**src/sv/wbps_pkg.sv**
```systemverilog
// ----------------------------------------------------------------------------
// wbps_pkg
// shared constants, register indexes, status codes and types of the
// wildcard byte pattern scanner
// ----------------------------------------------------------------------------
package wbps_pkg;

  localparam int DEFAULT_MAX_PATTERN_BYTES = 16;
  localparam int DEFAULT_ADDRESS_BITS      = 64;

  // pattern bytes that the configuration registers can hold
  localparam int PATTERN_CFG_BYTES = 16;

  localparam int CFG_INDEX_BITS = 3;
  localparam int CFG_DATA_BITS  = 64;

  localparam logic [CFG_INDEX_BITS-1:0] CFG_START_ADDRESS  = 3'd0;
  localparam logic [CFG_INDEX_BITS-1:0] CFG_SCAN_LENGTH    = 3'd1;
  localparam logic [CFG_INDEX_BITS-1:0] CFG_SKIP_COUNT     = 3'd2;
  localparam logic [CFG_INDEX_BITS-1:0] CFG_PATTERN_LENGTH = 3'd3;
  localparam logic [CFG_INDEX_BITS-1:0] CFG_PATTERN_LOW    = 3'd4;
  localparam logic [CFG_INDEX_BITS-1:0] CFG_PATTERN_HIGH   = 3'd5;
  localparam logic [CFG_INDEX_BITS-1:0] CFG_WILDCARD_MASK  = 3'd6;

  localparam logic [4:0] PATTERN_LENGTH_RESET = 5'd1;

  localparam logic [1:0] STATUS_FOUND     = 2'd0;
  localparam logic [1:0] STATUS_SKIPPED   = 2'd1;
  localparam logic [1:0] STATUS_NOT_FOUND = 2'd2;
  localparam logic [1:0] STATUS_ILLEGAL   = 2'd3;

  typedef struct packed {
    logic [63:0] start_address;
    logic [31:0] scan_length;
    logic [15:0] skip_count;
    logic [4:0]  pattern_length;
    logic [63:0] pattern_low;
    logic [63:0] pattern_high;
    logic [15:0] wildcard_mask;
  } cfg_t;

  // scan start request with the values that take effect at the same edge
  typedef struct packed {
    logic        go;
    logic [63:0] start_address;
    logic [15:0] skip_count;
  } restart_t;

endpackage

```
**src/sv/wbps_window_match.sv**
```systemverilog
// ----------------------------------------------------------------------------
// wbps_window_match
// shift window of the newest bytes with readable flags, and the parallel
// wildcard compare of the window that the incoming byte completes
// ----------------------------------------------------------------------------
module wbps_window_match import wbps_pkg::*; #(
  parameter int MAX_PATTERN_BYTES = DEFAULT_MAX_PATTERN_BYTES,
  localparam int LEN_BITS = $clog2(MAX_PATTERN_BYTES + 1)
) (
  input  logic                clk,
  input  logic                rst,
  input  logic                clear,
  input  logic                shift,
  input  logic [7:0]          byte_value,
  input  logic                byte_readable,
  input  cfg_t                cfg,
  input  logic [LEN_BITS-1:0] len,
  output logic                match
);

  logic [7:0]                   win [MAX_PATTERN_BYTES];
  logic [MAX_PATTERN_BYTES-1:0] rd;
  logic [7:0]                   win_new [MAX_PATTERN_BYTES];
  logic [MAX_PATTERN_BYTES-1:0] rd_new;
  logic [7:0]                   pat [PATTERN_CFG_BYTES];
  logic [MAX_PATTERN_BYTES-1:0] hit;

  // index 0 is the newest byte
  always_comb begin
    win_new[0] = byte_value;
    rd_new[0]  = byte_readable;
    for (int k = 1; k < MAX_PATTERN_BYTES; k++) begin
      win_new[k] = win[k-1];
      rd_new[k]  = rd[k-1];
    end
  end

  always_comb begin
    for (int i = 0; i < PATTERN_CFG_BYTES / 2; i++) begin
      pat[i]                         = cfg.pattern_low[8*i +: 8];
      pat[i + PATTERN_CFG_BYTES / 2] = cfg.pattern_high[8*i +: 8];
    end
  end

  // window position k holds pattern byte len-1-k
  always_comb begin
    int         j;
    logic [3:0] jj;
    logic [7:0] pb;
    logic       wild;
    for (int k = 0; k < MAX_PATTERN_BYTES; k++) begin
      j    = int'(len) - 1 - k;
      jj   = j[3:0];
      pb   = 8'd0;
      wild = 1'b0;
      if (j >= 0 && j < PATTERN_CFG_BYTES) begin
        pb   = pat[jj];
        wild = cfg.wildcard_mask[jj];
      end
      hit[k] = (k >= int'(len)) || (rd_new[k] && (wild || win_new[k] == pb));
    end
  end

  assign match = &hit;

  always_ff @(posedge clk) begin
    if (rst || clear) begin
      rd <= '0;
      for (int k = 0; k < MAX_PATTERN_BYTES; k++) begin
        win[k] <= 8'd0;
      end
    end else if (shift) begin
      rd <= rd_new;
      for (int k = 0; k < MAX_PATTERN_BYTES; k++) begin
        win[k] <= win_new[k];
      end
    end
  end

endmodule

```
**config.mk**
```make
export PLATFORM = sky130hd
export DESIGN_NAME = wbps_window_match
export DESIGN_NICKNAME = d
export VERILOG_FILES = /design/src/sv/wbps_pkg.sv /design/src/sv/wbps_window_match.sv
export SDC_FILE = /design/constraint.sdc
export NUM_CORES = 1
export LEC_CHECK = 0
export ABC_CLOCK_PERIOD_IN_PS = 15200
export BUFFER_PORTS_ARGS = -buffer_cell sky130_fd_sc_hd__buf_2
export CAP_MARGIN = 20
export CORE_ASPECT_RATIO = 1.25
export CORE_UTILIZATION = 60
export DETAILED_ROUTE_END_ITERATION = 7
export PLACE_DENSITY = 0.82
export SYNTH_ARGS = -nofsm -noshare
export SYNTH_HDL_FRONTEND = slang
export SYNTH_SLANG_ARGS = --single-unit
```
**constraint.sdc**
```tcl
create_clock -name clk -period 15.2 [get_ports clk]
set_input_delay 2.28 -clock clk [delete_from_list [all_inputs] [get_ports clk]]
set_output_delay 2.28 -clock clk [all_outputs]
set_load 0.01 [all_outputs]
```
==> results.sh <==
export IMPL_drc=0
export IMPL_die_x_um=156.5
export IMPL_min_path_type="flip-flop to flip-flop"
export IMPL_synth_adder_area_share=0.01608
export IMPL_rows=70
export IMPL_synth_top_area_cell="mux4_2"
export IMPL_yosysSeqAreaShare=0.2181
export IMPL_synth_compound_area_frac=0.1215
export IMPL_ys_flop_type="edfxtp_1"
export IMPL_cts_path_max_buffers=2
export IMPL_synth_seq_cells=135
export IMPL_synth_top_family_by_area="multiplexers"
export IMPL_crit_path_top_delay_cell="ha_1"
export IMPL_cts_max_level=4
export IMPL_max_freq_mhz=91.93
export IMPL_path_max_fanout=55
export IMPL_synth_avg_cell_area_um2=10.63
export IMPL_vias_per_cell=7.617
export IMPL_cts_num_sinks=135
export IMPL_drtIter0Drc=2234
export IMPL_overflow=0
export IMPL_end_kind="primary output"
export IMPL_maxSlewViolCount=0
export IMPL_synth_edf_count=120
export IMPL_cp_required_ns=12.92
export IMPL_synth_warnings=0
export IMPL_finalNetCount=2061
export IMPL_grt_usage=0.4579
export IMPL_gp_congestion=1.126
export IMPL_rsz0062_at_grt="no"
export IMPL_power_leakage_nw=7.676
export IMPL_dpl_hpwl_mm=52.73
export IMPL_clk_pin_slew_worst_paths_ns=0.06
export IMPL_hold_buffers=0
export IMPL_drive_above_1_share=0.2788
export IMPL_slowest_delay_ns=0.82
export IMPL_layout_min_cycle_time_ns=10.88
export IMPL_cap_violations=0
export IMPL_synth_area_um2=17900
export IMPL_crit_type="input port to primary output"
export IMPL_start_util=0.6118
export IMPL_whs_ns=0.5477
export IMPL_critPathLaunchType="input port"
export IMPL_yosys_area_share_simple=0.1637
export IMPL_setup_tns_ns=0
export IMPL_dieArea_um2=30530
export IMPL_avgRoutedWirePerCell_um=31.55
export IMPL_synthDistinctLibCells=102
export IMPL_pin_count=280
export IMPL_fp_coreArea_um2=29250
export IMPL_nFillCells=2354
export IMPL_syn_num_nets=1985
export IMPL_fin_skew_ns=0.01280
export IMPL_ctsResizeCount=0
export IMPL_hold_viol=0
export IMPL_synth_xor_area_frac=0.03671
export IMPL_syn_to_final_growth_pct=7.663
export IMPL_cts_tree="yes"
export IMPL_syn_inst=1683
export IMPL_setup_viol=0
export IMPL_crit_top_cell="ha_1"
export IMPL_p_total_mw=1.791
export IMPL_worstPathCellList="buf_6, inv_2, ha_1, xor2_4, buf_4, inv_4, ha_1, nor2b_1, mux2i_2, mux2i_1, mux2_2, mux2_1, nor3_1, o311a_1, a31oi_1, a2111o_1, nor4_2, buf_2"
export IMPL_routed_wl_mm=68.57
export IMPL_grt_pass1_vias=15640
export IMPL_ir_drop_uv=86.47
export IMPL_antenna_found_initial=5
export IMPL_cts_root_buf="clkbuf_16"
export IMPL_synth_area_top_cells="mux4_2 (24%), edfxtp_1 (20%), mux2i_1 (12%), and3_1 (3.1%), mux2_2 (2.9%)"
export IMPL_yosys_area_top_type_share=0.2366
export IMPL_ant_nets=0
export IMPL_relSlewSlack=0.2543
export IMPL_powerDensity_nw_per_um2=92.97
export IMPL_synthMuxAreaShare=0.3938
export IMPL_grt_max_degree=162
export IMPL_tightest_slew_ns=1.119
export IMPL_die_y_um=195.1
export IMPL_cts_made_buffers=17
export IMPL_detailroute_via_count=16550
export IMPL_fin_crit_sh=0.7156
export IMPL_cts_post_setup_buffers_inserted=0
export IMPL_grt_pass1_wl_mm=100.2
export IMPL_clock_latency_ns=0.46
export IMPL_status="completed"
export IMPL_synth_async_reset_ratio=0
export IMPL_portBuffers=162
export IMPL_critical_path_arrival_ns=8.60
export IMPL_dr_pass1_iters=7
## synth_stat cells, types with 7 or more instances
master / n
buf_2: 37
clkbuf_1: 47
dfxtp_1: 15
o32ai_1: 18
o21ai_0: 55
o21a_1: 11
nor3_1: 25
a31oi_1: 30
mux2i_1: 218
o22ai_1: 10
a21oi_1: 41
nor4bb_1: 14
nand3b_1: 11
nand2_1: 88
xor2_1: 23
buf_4: 16
o31ai_1: 12
a22o_1: 7
nor3b_1: 13
mux4_2: 188
inv_1: 32
edfxtp_1: 120
nor4b_1: 9
ha_1: 23
nand2b_1: 13
nand3_1: 47
buf_6: 19
a211oi_1: 11
nor2b_1: 14
and3_1: 90
nor2_1: 104
xnor2_1: 40
a41oi_1: 7
o211ai_1: 9
mux2_2: 46
and2_1: 49
nand4_1: 17
## cell families (layout without fill, tap and decap cells)
family                   Yosys count  count (layout)
AND/OR/NAND/NOR                  530             530
multiplexers                     461             461
AO/OA/AOI/OAI                    304             304
buffers and inverters            163             252
flip-flops                       135             135
XOR/XNOR                          67              67
adder cells (fa/ha/maj)           23              23
other                              0               5
## cells in the final DEF, fill, tap and decap left out, drive strengths merged, types with 23 or more instances in the layout
master | synthesis | layout
ha | 23 | 23
a31oi | 30 | 30
and3 | 90 | 90
mux2 | 53 | 53
mux4 | 188 | 188
o21ai | 58 | 58
xor2 | 24 | 24
inv | 36 | 45
xnor2 | 42 | 42
nor3 | 27 | 27
nor2 | 106 | 106
mux2i | 220 | 220
nand2 | 88 | 88
and2 | 49 | 49
a21oi | 43 | 43
nand3 | 47 | 47
edfxtp | 120 | 120
buf | 79 | 184
## through the flow
step | setup WS, ns | std cells | utilization | cell area (µm²)
2_1_floorplan | 5.318 | 1683 | - | 17900
3_3_place_gp | 4.576 | 2136 | 0.6384 | 18670
3_5_place_dp | 4.516 | 2136 | 0.6384 | 18670
4_1_cts | 4.453 | 2168 | 0.6582 | 19250
5_1_grt | 4.143 | 2171 | 0.6585 | 19260
6_report | 4.323 | 2173 | 0.6586 | 19270
## state kept, by name (all words and copies together), names as in the netlist
signal	count
rd	15
win	120
## final timing paths
check	end	cells past startpoint	from	slack [ns]
worst max-delay path	match	18	len[0]	4.32
worst max register to register	win[1][14]	1	win[1][6]	14.13
worst min register to register	rd[14]	2	rd[14]	0.55
worst min-delay path	rd[14]	2	rd[14]	0.55
## area by class of cell
type	instances	area, µm²	area share
sequential	135	3904	0.2026
inverter	36	140.1	0.007273
clock inverter	15	155.1	0.008052
multi-input combinational	1385	13140	0.6820
clock buffer	17	425.4	0.02208
antenna	5	12.51	0.0006494
timing repair buffer	184	994.7	0.05163
tap	396	495.5	0.02572
## where the power goes
part	internal, mW	leakage [nW]	switching [mW]
clock	0.219	0.283	0.200
sequential	0.419	1.52	0.0233
combinational	0.371	5.88	0.560
total	1.01	7.68	0.783
## critical path: cells and delay by family
family	cells	cell delay (ns)
compound gates	3	0.85
xor+xnor	1	0.25
fa+ha+maj	2	1.26
buf+inv	5	1.62
mux	4	1.62
simple gates	3	0.70
## routing by layer
| metal | routed length, µm | global-route usage |
|---|---|---|
| met5 | 12 | 0.003284 |
| met4 | 5890 | 0.3322 |
| met3 | 8943 | 0.1336 |
| met2 | 30580 | 0.6982 |
| met1 | 23140 | 0.5510 |
Note: power is estimated with default switching activity, not from simulation.
